File: config.mk
export PLATFORM = sky130hd
export DESIGN_NAME = http_date_to_epoch_parser
export DESIGN_NICKNAME = d
export VERILOG_FILES = /design/src/rtl/core/hdep_pkg.sv /design/src/rtl/core/hdep_front.sv /design/src/rtl/core/hdep_queue.sv /design/src/rtl/core/hdep_back.sv /design/src/rtl/core/http_date_to_epoch_parser.sv
export SDC_FILE = /design/constraint.sdc
export NUM_CORES = 1
export LEC_CHECK = 0
export CAP_MARGIN = 20
export CORE_AREA = 2 2 241 302
export CTS_CLUSTER_DIAMETER = 200
export DETAILED_ROUTE_END_ITERATION = 10
export DIE_AREA = 0 0 243 304
export DONT_BUFFER_PORTS = 1
export GPL_ROUTABILITY_DRIVEN = 0
export SLEW_MARGIN = 20
export SYNTH_ARGS = -nofsm -noshare
export SYNTH_HDL_FRONTEND = slang
export SYNTH_SLANG_ARGS = --single-unit
File: constraint.sdc
create_clock -name aclk -period 6.4 [get_ports aclk]
set_clock_uncertainty 0.1 [all_clocks]
set_input_delay 0.32 -clock aclk [delete_from_list [all_inputs] [get_ports aclk]]
set_output_delay 0.32 -clock aclk [all_outputs]
set_load 0.05 [all_outputs]
File: src/rtl/core/hdep_pkg.sv
// ----------------------------------------------------------------------------
// hdep_pkg
// Shared types and constants of the HTTP date to epoch parser.
// ----------------------------------------------------------------------------
package hdep_pkg;

    localparam int FIELD_W = 14;
    localparam int EPOCH_W = 35;
    localparam int TDATA_OUT_W = 40;

    localparam logic [FIELD_W-1:0] NUM_MAX = 14'd16383;

    // One parsed header, handed from the parser to the converter.
    typedef struct packed {
        logic               done;
        logic [3:0]         month;
        logic [FIELD_W-1:0] day;
        logic [FIELD_W-1:0] year;
        logic [FIELD_W-1:0] hour;
        logic [FIELD_W-1:0] minute;
        logic [FIELD_W-1:0] second;
    } hdep_entry_t;

    typedef struct packed {
        logic        push;
        hdep_entry_t entry;
    } hdep_qwr_t;

    typedef struct packed {
        logic        valid;
        hdep_entry_t entry;
    } hdep_qrd_t;

endpackage

File: src/rtl/core/hdep_front.sv
// ----------------------------------------------------------------------------
// hdep_front
// Byte-wise date header parser; pushes one parsed record per header.
// ----------------------------------------------------------------------------
module hdep_front (
    input  logic                aclk,
    input  logic                aresetn,
    input  logic                in_accept,
    input  logic [7:0]          in_byte,
    input  logic                in_last,
    output hdep_pkg::hdep_qwr_t q_wr
);

    typedef enum logic [3:0] {
        PH_SKIP_FIRST, PH_SKIP_REST, PH_DAY_PRE, PH_DAY_NUM,
        PH_MON_PRE, PH_MON_IN, PH_YEAR_PRE, PH_YEAR_NUM,
        PH_HOUR_PRE, PH_HOUR_NUM, PH_MIN_PRE, PH_MIN_NUM,
        PH_SEC_PRE, PH_SEC_NUM, PH_DONE, PH_FAIL
    } phase_t;

    localparam logic [7:0] CH_NUL   = 8'd0;
    localparam logic [7:0] CH_COMMA = 8'd44;
    localparam logic [7:0] CH_PLUS  = 8'd43;
    localparam logic [7:0] CH_MINUS = 8'd45;
    localparam logic [7:0] CH_COLON = 8'd58;
    localparam logic [7:0] CH_ZERO  = 8'd48;
    localparam logic [7:0] CH_NINE  = 8'd57;
    localparam logic [7:0] CH_SPACE = 8'd32;
    localparam logic [7:0] CH_TAB   = 8'd9;
    localparam logic [7:0] CH_CR    = 8'd13;

    localparam int FW = hdep_pkg::FIELD_W;

    function automatic logic [3:0] month_of(input logic [7:0] c0, input logic [7:0] c1,
                                            input logic [7:0] c2);
        logic [23:0] s;
        logic [3:0]  m;
        s = {c0, c1, c2};
        m = 4'd0;
        unique case (s)
            "Jan": m = 4'd1;
            "Feb": m = 4'd2;
            "Mar": m = 4'd3;
            "Apr": m = 4'd4;
            "May": m = 4'd5;
            "Jun": m = 4'd6;
            "Jul": m = 4'd7;
            "Aug": m = 4'd8;
            "Sep": m = 4'd9;
            "Oct": m = 4'd10;
            "Nov": m = 4'd11;
            "Dec": m = 4'd12;
            default: m = 4'd0;
        endcase
        return m;
    endfunction

    phase_t        phase_reg, phase_next;
    logic          sign_reg, sign_next;
    logic [FW-1:0] value_reg, value_next;
    logic          seen_reg, seen_next;
    logic [7:0]    chars_reg [3];
    logic [7:0]    chars_next [3];
    logic [1:0]    count_reg, count_next;
    logic [FW-1:0] day_reg, day_next;
    logic [FW-1:0] year_reg, year_next;
    logic [FW-1:0] hour_reg, hour_next;
    logic [FW-1:0] minute_reg, minute_next;
    logic [FW-1:0] second_reg, second_next;
    logic          bad_reg, bad_next;
    logic          ended_reg, ended_next;

    logic          is_ws, is_digit, is_nul;
    logic [3:0]    digit_val;
    logic [17:0]   acc_wide;
    logic [FW-1:0] acc_sat;
    logic          take_bad;
    logic          do_start, do_month;
    phase_t        start_pre;
    logic [3:0]    month_num;

    assign is_nul    = (in_byte == CH_NUL);
    assign is_ws     = (in_byte == CH_SPACE) || (in_byte >= CH_TAB && in_byte <= CH_CR);
    assign is_digit  = (in_byte >= CH_ZERO) && (in_byte <= CH_NINE);
    assign digit_val = 4'(in_byte - CH_ZERO);
    assign acc_wide  = 18'(value_reg) * 18'd10 + 18'(digit_val);
    assign acc_sat   = (acc_wide > 18'(hdep_pkg::NUM_MAX)) ? hdep_pkg::NUM_MAX
                                                            : acc_wide[FW-1:0];
    assign take_bad  = sign_reg && (value_reg != '0);
    assign month_num = (count_reg == 2'd3) ? month_of(chars_reg[0], chars_reg[1], chars_reg[2])
                                           : 4'd0;

    always_comb begin
        phase_next  = phase_reg;
        sign_next   = sign_reg;
        value_next  = value_reg;
        seen_next   = seen_reg;
        chars_next  = chars_reg;
        count_next  = count_reg;
        day_next    = day_reg;
        year_next   = year_reg;
        hour_next   = hour_reg;
        minute_next = minute_reg;
        second_next = second_reg;
        bad_next    = bad_reg;
        ended_next  = ended_reg;
        do_start    = 1'b0;
        do_month    = 1'b0;
        start_pre   = phase_reg;
        q_wr        = '0;

        if (in_accept && !ended_reg) begin
            if (!is_nul) begin
                unique case (phase_reg)
                    PH_SKIP_FIRST: begin
                        phase_next = (in_byte == CH_COMMA) ? PH_FAIL : PH_SKIP_REST;
                    end
                    PH_SKIP_REST: begin
                        if (in_byte == CH_COMMA) phase_next = PH_DAY_PRE;
                    end
                    PH_DAY_PRE, PH_YEAR_PRE, PH_HOUR_PRE, PH_MIN_PRE, PH_SEC_PRE: begin
                        do_start  = 1'b1;
                        start_pre = phase_reg;
                    end
                    PH_MON_PRE: begin
                        if (!is_ws) do_month = 1'b1;
                    end
                    PH_MON_IN: begin
                        if (is_ws) phase_next = PH_YEAR_PRE;
                        else do_month = 1'b1;
                    end
                    PH_DAY_NUM, PH_YEAR_NUM, PH_HOUR_NUM, PH_MIN_NUM, PH_SEC_NUM: begin
                        if (is_digit) begin
                            value_next = acc_sat;
                            seen_next  = 1'b1;
                        end else if (!seen_reg) begin
                            phase_next = PH_FAIL;
                        end else begin
                            bad_next = bad_reg | take_bad;
                            unique case (phase_reg)
                                PH_DAY_NUM: begin
                                    day_next   = value_reg;
                                    phase_next = PH_MON_PRE;
                                    if (!is_ws) do_month = 1'b1;
                                end
                                PH_YEAR_NUM: begin
                                    year_next = value_reg;
                                    do_start  = 1'b1;
                                    start_pre = PH_HOUR_PRE;
                                end
                                PH_HOUR_NUM: begin
                                    hour_next  = value_reg;
                                    phase_next = (in_byte == CH_COLON) ? PH_MIN_PRE : PH_FAIL;
                                end
                                PH_MIN_NUM: begin
                                    minute_next = value_reg;
                                    phase_next  = (in_byte == CH_COLON) ? PH_SEC_PRE : PH_FAIL;
                                end
                                default: begin
                                    second_next = value_reg;
                                    phase_next  = PH_DONE;
                                end
                            endcase
                        end
                    end
                    PH_DONE, PH_FAIL: begin
                    end
                endcase

                if (do_start) begin
                    value_next = is_digit ? FW'(digit_val) : '0;
                    sign_next  = (in_byte == CH_MINUS);
                    seen_next  = is_digit;
                    if (is_ws) begin
                        phase_next = start_pre;
                    end else if (is_digit || in_byte == CH_PLUS || in_byte == CH_MINUS) begin
                        phase_next = phase_t'(start_pre + 4'd1);
                    end else begin
                        phase_next = PH_FAIL;
                    end
                end

                if (do_month) begin
                    if (count_reg != 2'd3) chars_next[count_reg] = in_byte;
                    count_next = count_reg + 2'd1;
                    phase_next = (count_reg == 2'd2) ? PH_YEAR_PRE : PH_MON_IN;
                end
            end

            // end of text: a pending second is taken, anything else unfinished fails
            if (is_nul || in_last) begin
                if (phase_next == PH_SEC_NUM && seen_next) begin
                    second_next = value_next;
                    if (sign_next && value_next != '0) bad_next = 1'b1;
                    phase_next = PH_DONE;
                end else if (phase_next != PH_DONE) begin
                    phase_next = PH_FAIL;
                end
                ended_next = 1'b1;
            end
        end

        if (in_accept && in_last) begin
            q_wr.push         = 1'b1;
            q_wr.entry.done   = (phase_next == PH_DONE) && !bad_next && (month_num != 4'd0);
            q_wr.entry.month  = month_num;
            q_wr.entry.day    = day_next;
            q_wr.entry.year   = year_next;
            q_wr.entry.hour   = hour_next;
            q_wr.entry.minute = minute_next;
            q_wr.entry.second = second_next;

            phase_next  = PH_SKIP_FIRST;
            sign_next   = 1'b0;
            value_next  = '0;
            seen_next   = 1'b0;
            chars_next  = '{default: 8'd0};
            count_next  = 2'd0;
            day_next    = '0;
            year_next   = '0;
            hour_next   = '0;
            minute_next = '0;
            second_next = '0;
            bad_next    = 1'b0;
            ended_next  = 1'b0;
        end
    end

    always_ff @(posedge aclk) begin
        if (!aresetn) begin
            phase_reg  <= PH_SKIP_FIRST;
            sign_reg   <= 1'b0;
            value_reg  <= '0;
            seen_reg   <= 1'b0;
            chars_reg  <= '{default: 8'd0};
            count_reg  <= 2'd0;
            day_reg    <= '0;
            year_reg   <= '0;
            hour_reg   <= '0;
            minute_reg <= '0;
            second_reg <= '0;
            bad_reg    <= 1'b0;
            ended_reg  <= 1'b0;
        end else begin
            phase_reg  <= phase_next;
            sign_reg   <= sign_next;
            value_reg  <= value_next;
            seen_reg   <= seen_next;
            chars_reg  <= chars_next;
            count_reg  <= count_next;
            day_reg    <= day_next;
            year_reg   <= year_next;
            hour_reg   <= hour_next;
            minute_reg <= minute_next;
            second_reg <= second_next;
            bad_reg    <= bad_next;
            ended_reg  <= ended_next;
        end
    end

endmodule

File: src/rtl/core/hdep_queue.sv
// ----------------------------------------------------------------------------
// hdep_queue
// Two-entry FIFO of parsed header records between parser and converter.
// ----------------------------------------------------------------------------
module hdep_queue (
    input  logic                aclk,
    input  logic                aresetn,
    input  hdep_pkg::hdep_qwr_t q_wr,
    input  logic                q_pop,
    output hdep_pkg::hdep_qrd_t q_rd,
    output logic                q_full
);

    hdep_pkg::hdep_entry_t mem_reg [2];
    logic                  wr_ptr_reg, rd_ptr_reg;
    logic [1:0]            count_reg;
    logic                  do_push, do_pop;

    assign q_full     = (count_reg == 2'd2);
    assign q_rd.valid = (count_reg != 2'd0);
    assign q_rd.entry = mem_reg[rd_ptr_reg];
    assign do_push    = q_wr.push && !q_full;
    assign do_pop     = q_pop && q_rd.valid;

    always_ff @(posedge aclk) begin
        if (do_push) mem_reg[wr_ptr_reg] <= q_wr.entry;
    end

    always_ff @(posedge aclk) begin
        if (!aresetn) begin
            wr_ptr_reg <= 1'b0;
            rd_ptr_reg <= 1'b0;
            count_reg  <= 2'd0;
        end else begin
            if (do_push) wr_ptr_reg <= ~wr_ptr_reg;
            if (do_pop) rd_ptr_reg <= ~rd_ptr_reg;
            count_reg <= count_reg + 2'(do_push) - 2'(do_pop);
        end
    end

endmodule

File: src/rtl/core/hdep_back.sv
// ----------------------------------------------------------------------------
// hdep_back
// Range checks and days-from-civil conversion, one record at a time.
// ----------------------------------------------------------------------------
module hdep_back (
    input  logic                                 aclk,
    input  logic                                 aresetn,
    input  hdep_pkg::hdep_qrd_t                  q_rd,
    output logic                                 q_pop,
    output logic                                 out_valid,
    input  logic                                 out_ready,
    output logic [hdep_pkg::EPOCH_W-1:0]         out_epoch,
    output logic                                 out_ok
);

    typedef enum logic [2:0] {
        ST_IDLE, ST_ERA, ST_YOE, ST_DOE, ST_DAYS, ST_MUL, ST_SUM
    } state_t;

    localparam int EW = hdep_pkg::EPOCH_W;

    // day of year of the first of each month in a March-based year
    function automatic logic [8:0] month_start(input logic [3:0] m);
        logic [8:0] d;
        unique case (m)
            4'd1:    d = 9'd306;
            4'd2:    d = 9'd337;
            4'd3:    d = 9'd0;
            4'd4:    d = 9'd31;
            4'd5:    d = 9'd61;
            4'd6:    d = 9'd92;
            4'd7:    d = 9'd122;
            4'd8:    d = 9'd153;
            4'd9:    d = 9'd184;
            4'd10:   d = 9'd214;
            4'd11:   d = 9'd245;
            4'd12:   d = 9'd275;
            default: d = 9'd0;
        endcase
        return d;
    endfunction

    state_t         state_reg;
    logic           ok_reg;
    logic [11:0]    y_reg;
    logic [8:0]     doy_reg;
    logic [4:0]     hour_reg;
    logic [5:0]     minute_reg;
    logic [5:0]     second_reg;
    logic [16:0]    hms_reg;
    logic [2:0]     era_reg;
    logic [8:0]     yoe_reg;
    logic [17:0]    doe_reg;
    logic [18:0]    days_reg;
    logic [EW-1:0]  prod_reg;
    logic           out_valid_reg;
    logic [EW-1:0]  out_epoch_reg;
    logic           out_ok_reg;

    hdep_pkg::hdep_entry_t e;
    logic           check_ok;
    logic [27:0]    era_prod;
    logic [11:0]    yoe_full;
    logic [13:0]    q100_prod;
    logic [20:0]    days_full;

    assign e = q_rd.entry;
    assign check_ok = e.done &&
                      e.day >= 14'd1 && e.day <= 14'd31 &&
                      e.year >= 14'd1970 && e.year <= 14'd2999 &&
                      e.hour <= 14'd23 && e.minute <= 14'd59 && e.second <= 14'd60;

    assign era_prod  = 28'(y_reg) * 28'd41944;
    assign yoe_full  = y_reg - 12'(era_reg) * 12'd400;
    assign q100_prod = 14'(yoe_reg) * 14'd41;
    assign days_full = 21'(era_reg) * 21'd146097 + 21'(doe_reg) - 21'd719468;

    assign q_pop     = (state_reg == ST_IDLE) && q_rd.valid;
    assign out_valid = out_valid_reg;
    assign out_epoch = out_epoch_reg;
    assign out_ok    = out_ok_reg;

    always_ff @(posedge aclk) begin
        if (!aresetn) begin
            state_reg     <= ST_IDLE;
            out_valid_reg <= 1'b0;
        end else begin
            if (out_valid_reg && out_ready) out_valid_reg <= 1'b0;
            unique case (state_reg)
                ST_IDLE: begin
                    if (q_rd.valid) begin
                        ok_reg     <= check_ok;
                        y_reg      <= e.year[11:0] - 12'(e.month <= 4'd2);
                        doy_reg    <= month_start(e.month) + 9'(e.day[4:0]) - 9'd1;
                        hour_reg   <= e.hour[4:0];
                        minute_reg <= e.minute[5:0];
                        second_reg <= e.second[5:0];
                        state_reg  <= ST_ERA;
                    end
                end
                ST_ERA: begin
                    era_reg   <= era_prod[26:24];
                    hms_reg   <= 17'(hour_reg) * 17'd3600 + 17'(minute_reg) * 17'd60 +
                                 17'(second_reg);
                    state_reg <= ST_YOE;
                end
                ST_YOE: begin
                    yoe_reg   <= yoe_full[8:0];
                    state_reg <= ST_DOE;
                end
                ST_DOE: begin
                    doe_reg   <= 18'(yoe_reg) * 18'd365 + 18'(yoe_reg[8:2]) -
                                 18'(q100_prod[13:12]) + 18'(doy_reg);
                    state_reg <= ST_DAYS;
                end
                ST_DAYS: begin
                    days_reg  <= days_full[18:0];
                    state_reg <= ST_MUL;
                end
                ST_MUL: begin
                    prod_reg  <= EW'(days_reg) * EW'(86400);
                    state_reg <= ST_SUM;
                end
                ST_SUM: begin
                    if (!out_valid_reg || out_ready) begin
                        out_epoch_reg <= ok_reg ? prod_reg + EW'(hms_reg) : '0;
                        out_ok_reg    <= ok_reg;
                        out_valid_reg <= 1'b1;
                        state_reg     <= ST_IDLE;
                    end
                end
                default: state_reg <= ST_IDLE;
            endcase
        end
    end

endmodule

File: src/rtl/core/http_date_to_epoch_parser.sv
// Parses an HTTP Date header ("Sun, 06 Nov 1994 08:49:37 GMT") arriving as a
// byte stream and returns one transaction per header on the byte marked tlast:
// seconds since 1970-01-01 UTC, with date_ok in tuser (epoch 0 when not ok).
// Header bytes are taken at one per cycle while s_tready is high. After the last
// byte the record waits in a two-entry queue, then passes the converter states
// (era, yoe, doe, days, mul, sum) and a result register that waits on m_tready;
// s_tready drops only while two headers are queued.
// ----------------------------------------------------------------------------
// http_date_to_epoch_parser
// Top level: byte parser, record queue and epoch converter.
// ----------------------------------------------------------------------------
module http_date_to_epoch_parser (
    input  logic        aclk,
    input  logic        aresetn,
    input  logic        s_tvalid,
    output logic        s_tready,
    input  logic [7:0]  s_tdata,   // [7:0] header_byte
    input  logic        s_tlast,   // last_byte
    output logic        m_tvalid,
    input  logic        m_tready,
    output logic [39:0] m_tdata,   // [34:0] epoch_seconds, [39:35] zero
    output logic [0:0]  m_tuser    // [0] date_ok
);

    hdep_pkg::hdep_qwr_t           q_wr;
    hdep_pkg::hdep_qrd_t           q_rd;
    logic                          q_pop;
    logic                          q_full;
    logic [hdep_pkg::EPOCH_W-1:0]  epoch;
    logic                          ok;

    assign s_tready = !q_full;

    hdep_front u_front (
        .aclk      (aclk),
        .aresetn   (aresetn),
        .in_accept (s_tvalid && s_tready),
        .in_byte   (s_tdata),
        .in_last   (s_tlast),
        .q_wr      (q_wr)
    );

    hdep_queue u_queue (
        .aclk    (aclk),
        .aresetn (aresetn),
        .q_wr    (q_wr),
        .q_pop   (q_pop),
        .q_rd    (q_rd),
        .q_full  (q_full)
    );

    hdep_back u_back (
        .aclk      (aclk),
        .aresetn   (aresetn),
        .q_rd      (q_rd),
        .q_pop     (q_pop),
        .out_valid (m_tvalid),
        .out_ready (m_tready),
        .out_epoch (epoch),
        .out_ok    (ok)
    );

    assign m_tdata = {(hdep_pkg::TDATA_OUT_W - hdep_pkg::EPOCH_W)'(0), epoch};
    assign m_tuser = ok;

endmodule

Word level (Yosys, flattened, before mapping) --
Memories as Yosys holds them, arrays and structs flattened. A register that Yosys moved wholly into a read port is not among the register bits. Index checks and enable logic that the tools add are counted.
Cells by class: $add $sub $neg 18, multipliers 9, magnitude comparators 15, equal/unequal tests 45, mux-type cells 113, bitwise logic cells 6, reductions and logical operators 54
Operator list (number):
- 14-bit 2-to-1 mux | 38
- 24-bit by 23-bit equality test with 1-bit output (second input constant) | 12
- 4-bit 2-to-1 mux | 23
- 76-bit 2-to-1 mux | 1
- 4-bit case mux with 12 select lines | 1
- 8-bit by 6-bit equality test with 1-bit output (second input constant) | 5
- 35-bit by 17-bit adder with 35-bit output | 1
- 1-bit 2-to-1 mux | 34
- 4-bit equality test (second input constant) | 8
- 4-bit case mux with 4 select lines | 2
- 14-bit by 5-bit <= comparator with 1-bit output (second input constant) | 2
- 14-bit by 6-bit <= comparator with 1-bit output (second input constant) | 2
- 19-bit by 10-bit multiplier with 28-bit output (second input constant) | 1
- 14-bit nonzero test | 2
- 9-bit 2-to-1 mux | 3
- 24-bit bitwise mux | 1
- 12-bit by 13-bit multiplier with 24-bit output (second input constant) | 1
- 1-bit logical AND | 22
- 3-bit case mux with 7 select lines | 1
- 19-bit by 18-bit adder with 19-bit output | 1
- 3-bit by 18-bit multiplier with 19-bit output (second input constant) | 1
- 19-bit by 18-bit subtractor with 19-bit output (second input constant) | 1
- 18-bit by 4-bit adder with 18-bit output | 1
- 18-bit by 7-bit adder with 18-bit output | 1
- other kinds (61) | 95
Storage, ports and cells: register bits 295, RAM bits 150, bits in read-only memories 144, input bits 13, output and inout bits 43, word-level logic and storage cells 296, memories kept 2
Memory list:
- u_queue.mem_reg | depth 2, bits a word 75, rd ports 1, clocked after Yosys merged registers in 1, wr ports 1, line hdep_queue.sv:14 | hdep_pkg::hdep_entry_t mem_reg [2];
- (no name shown) | depth 16, bits a word 9, rd ports 1, clocked after Yosys merged registers in 0, wr ports 0, line hdep_back.sv:25 | unique case (m)

Logic depth before layout (Yosys ltp) --
word-level depth 26, mapped depth 37, gate-level depth less buffers 37

Modules after synthesis --
A second synthesis with hierarchy kept.
Second synthesis, totals: cells, all modules 3016, area, all modules 32333.5 µm²
By module, submodules not included:
- hdep_back | instances 1, cells an instance 1763, area each 18875.6 µm², seq. area each 5154.9 µm²
- hdep_front | instances 1, cells an instance 985, area each 7556.0 µm², seq. area each 2362.3 µm²
- hdep_queue | instances 1, cells an instance 260, area each 5850.6 µm², seq. area each 4604.4 µm²
- http_date_to_epoch_parser | instances 1, cells an instance 8, area each 51.3 µm², seq. area each 0.0 µm²

Least setup slack after synthesis --
Ideal clock, no wire load.
kind register -> register, from register u_back.yoe_reg[3], to register u_back.doe_reg[15] (data pin), setup time 0.260 ns, arrival 6.544 ns, data required time 6.040 ns, path slack -0.504 ns, stages on the path, launching flop included 34, buffers on the path 0, clock period less this slack 6.904 ns, cells stage by stage edfxtp_1 ha_1 inv_1 fa_1 inv_1 ha_1 ha_1 nand4_1 o21bai_1 a21o_1 a21o_1 a21o_1 a21o_1 a21oi_1 nor2b_1 nor2_1 xnor2_1 ha_1 inv_1 ha_1 fa_1 fa_1 inv_1 ha_1 a21o_1 a21oi_1 o21ai_0 a21oi_1 o21ai_0 a211oi_1 nor2_1 a21o_1 a21oi_1 xnor2_1
On the way: cells in the longest elaborated chain, start to end 4, elaborated cells on any way between the ends 5, those cells by class add/sub (3); mul (2)
Ends and longest elaborated chain:
- from (decl) | line hdep_back.sv:52 | logic [8:0] yoe_reg;
- from (signal assigned) | line hdep_back.sv:108 | yoe_reg <= yoe_full[8:0];
- 9-bit by 9-bit multiplier with 18-bit output | line hdep_back.sv:112 | doe_reg <= 18'(yoe_reg) * 18'd365 + 18'(yoe_reg[8:2]) -
- 18-bit by 7-bit adder with 18-bit output | line hdep_back.sv:112
- 18-bit by 2-bit subtractor with 18-bit output * | line hdep_back.sv:112
- 18-bit by 9-bit adder with 18-bit output * | line hdep_back.sv:113 | 18'(q100_prod[13:12]) + 18'(doy_reg);
- to (signal assigned) | line hdep_back.sv:112
- to (decl) | line hdep_back.sv:53 | logic [17:0] doe_reg;
Mark *: on every way between the ends. The rest lies on a longest branch, timed or not. A chain may end at the register's enable or synchronous reset.

Worst setup path after layout --
from register u_back.yoe_reg[3], to register u_back.doe_reg[6] (data pin)
Same word-level chain as after synthesis.

==> run summary <==
outcome - finished, violations left
violated checks - setup timing
pin count of the biggest net entering global routing - 107
Synth async-reset ratio - 0
Fin. Hold Viols - 0
initial DRC count - 932
multi-input combinational cell area - 17800 um2
Yosys cell types - 104
Pwr Total - 18.3 mW
Final #Nets - 3590
Root Buffer - clkbuf_16
cell area after synthesis - 31700 um2
antenna diode count - 0
Clock Tree Buf Depth - 3
WS Path Type - register to register
Clock Latency Late Sink - 0.60 ns
commonest non-fill, non-tap cells in the layout - inv_1, ha_1, edfxtp_1, nor2_1, fa_1
Mean Syn Cell Area - 10.7 um2
delay of the slowest cell on the worst path - 0.50 ns
Worst Path Arrival - 7.04 ns
final instance area - 35000 um2
Rel. slew slack - 0.311
Synth area leader - edfxtp_1
max-cap viol count - 0
final setup fails - 7
commonest non-fill, non-tap cell in the layout - inv_1
Data required, critical path - 6.75 ns
Starting Density - 0.444
PwrDens - 524 nW/um2
Ports - 56
slowest CP cell - fa_1
Critical Path Fanout Max - 8
top cell type's share of synthesized area - 0.302
Die ar. - 73900 um2
Top cell by count, worst path - buf_4
reg2reg end - u_back.doe_reg[6]$_DFFE_PP_
final worst slack - -0.284 ns
CTS H-tree depth - 2
Layout Cells excl Fill - 3986
vias in the first global route - 22400
RSZ-0062 raised after global routing - true
WL final - 67100 um
Seq/Total Area, Yosys - 0.383
CTS Sinks - 446
Post-synth EDFFs - 319
Post-synth top flop - edfxtp_1
Slew Limit Fails - 0
layout cells sized above 1 - 0.0926
Hold WC Path Type - input port to register
r2r worst-path depth - 40
initial antenna violation count - 0
DR vias - 21200
Yosys reg bits - 446
Setup crit end kind - register
Core Footprint - 71300 um2
leakage power - 14.7 nW
Critical Path Source Type - register
Critical path destination - u_back.doe_reg[6]$_DFFE_PP_
Detail Route Antenna Nets - 0
Crit Reg-Reg Startpoint - u_back.yoe_reg[3]$_DFFE_PP_
chip width - 243 um
fin crit share - 1.04
Vias/cell - 5.32
residual DRC count - 0
reg-to-reg slack, setup - -0.28 ns
max FFs per register - 150
yosys warns - 0
register area - 12100 um2
# rows - 110
dpl ws - -0.374 ns
Final min period - 6.68 ns
Detail Placement HPWL - 51000 um
CTS Buf Count - 49
clk slew on worst S/H paths - 0.06 ns
Inst Count DP - 3857
total gr overflow - 0
WHS - 0.0297 ns
Worst VDD drop - 0.518 mV
Max Clk Rate - 150 MHz
Die Y - 304 um
Post-Place Cell Area - 32900 um2
# port buffers - 0
TritonCTS clock tree - done
Pre-antenna DRT Iters - 6
cells after synthesis - 2949
WL/cell - 16.8 um
global-route wire length before repair - 112000 um
Worst Setup SP - u_back.yoe_reg[3]$_DFFE_PP_
P&R area growth vs syn - 10.4%
total global routing track utilization - 0.185
Synth area leaders - edfxtp_1, ha_1, fa_1, dfxtp_1, inv_1
worst slew pin tran - 1.03 ns
FILL cells - 6482
-- cell families (layout without fill, tap and decap cells) --
logic type | after synthesis | after routing | share of synthesized area
AO/OA/AOI/OAI | 473 | 473 | 0.103
XOR/XNOR | 139 | 139 | 0.0384
adder cells (fa/ha/maj) | 583 | 583 | 0.271
buffers and inverters | 526 | 607 | 0.0649
flip-flops | 446 | 446 | 0.383
multiplexers | 103 | 103 | 0.0335
other | 1 | 5 | 0.000118
AND/OR/NAND/NOR | 678 | 678 | 0.107
-- cell usage after synthesis, types with 11 or more instances --
| library cell | number |
|---|---|
| nor2b_1 | 15 |
| clkbuf_1 | 52 |
| nand2b_1 | 18 |
| fa_1 | 170 |
| ha_1 | 413 |
| dfxtp_1 | 127 |
| nand3_1 | 65 |
| buf_4 | 11 |
| buf_2 | 19 |
| o21ai_0 | 72 |
| a31oi_1 | 20 |
| edfxtp_1 | 319 |
| nand2_1 | 102 |
| xnor2_1 | 108 |
| nor4_1 | 28 |
| or3_1 | 14 |
| a21oi_1 | 142 |
| mux2i_1 | 79 |
| a211oi_1 | 39 |
| inv_1 | 437 |
| o21a_1 | 19 |
| xor2_1 | 31 |
| mux2_2 | 24 |
| nand4_1 | 19 |
| nor3_1 | 44 |
| nor2_1 | 261 |
| and2_1 | 20 |
| and3_1 | 20 |
| a21o_1 | 32 |
| o21bai_1 | 21 |
-- critical path, delay by kind of cell (launching register included) --
family                     cells  cell delay, ns
AOI/OAI and AO/OA              6            0.92
adders and majority gates     10            2.92
DFF                            1            0.41
buffers and inverters         19            1.77
xor gates and xnor gates       1            0.14
and+or+nand+nor                4            0.31
-- per-layer routing --
layer	GRT usage	part of all wire	up-vias
li1	-	-	10400
met1	0.214	0.40	10400
met2	0.353	0.54	357
met3	0.0213	0.031	119
met4	0.0556	0.029	0
met5	0	0	-
-- stage by stage --
step / setup TNS (ns) / utilization
6_report: -1.05 / 0.491
4_1_cts: -1.79 / 0.489
3_5_place_dp: -1.99 / 0.461
2_1_floorplan: -0.497 / -
3_3_place_gp: -0.892 / 0.461
5_1_grt: -3.49 / 0.491
-- worst min path at each step --
| stage | slack (ns) | start | to | cells past startpoint |
|---|---|---|---|---|
| 2_1_floorplan | 0.30 | u_back.second_reg[0]$_DFFE_PP_ | u_back.hms_reg[0]$_DFFE_PP_ | 0 |
| 3_3_place_gp | 0.32 | u_back.second_reg[0]$_DFFE_PP_ | u_back.hms_reg[0]$_DFFE_PP_ | 0 |
| 3_5_place_dp | 0.32 | u_back.second_reg[0]$_DFFE_PP_ | u_back.hms_reg[0]$_DFFE_PP_ | 0 |
| 4_1_cts | 0.003 | s_tdata[1] | u_front.sign_reg$_SDFFE_PP0P_ | 3 |
| 5_1_grt | 0.04 | s_tdata[1] | u_front.sign_reg$_SDFFE_PP0P_ | 3 |
| 6_report | 0.03 | s_tdata[1] | u_front.sign_reg$_SDFFE_PP0P_ | 3 |
-- where the power goes --
group | total, mW | internal, mW | leakage (nW) | switching [mW]
clock network | 2.80 | 1.61 | 0.791 | 1.19
registers | 4.13 | 3.87 | 3.93 | 0.260
logic | 11.4 | 5.43 | 9.97 | 5.97
total | 18.3 | 10.9 | 14.7 | 7.42
-- cell type report --
cell class | count | area share
clock buffer | 59 | 0.0379
sequential | 446 | 0.347
multi-input combinational | 1981 | 0.508
tap | 952 | 0.0341
clock inverter | 32 | 0.00819
inverter | 439 | 0.0472
timing repair buffer | 77 | 0.0182
-- what timing repair did --
action                                  4_1_cts  5_1_grt
setup buffers                                25        2
gates resized for setup                      15       24
hold endpoints to repair                     36        0
endpoints found under the setup margin        7       12
hold buffers                                 12        0
pin swaps                                    27       20
Note: power is estimated with default switching activity, not from simulation.
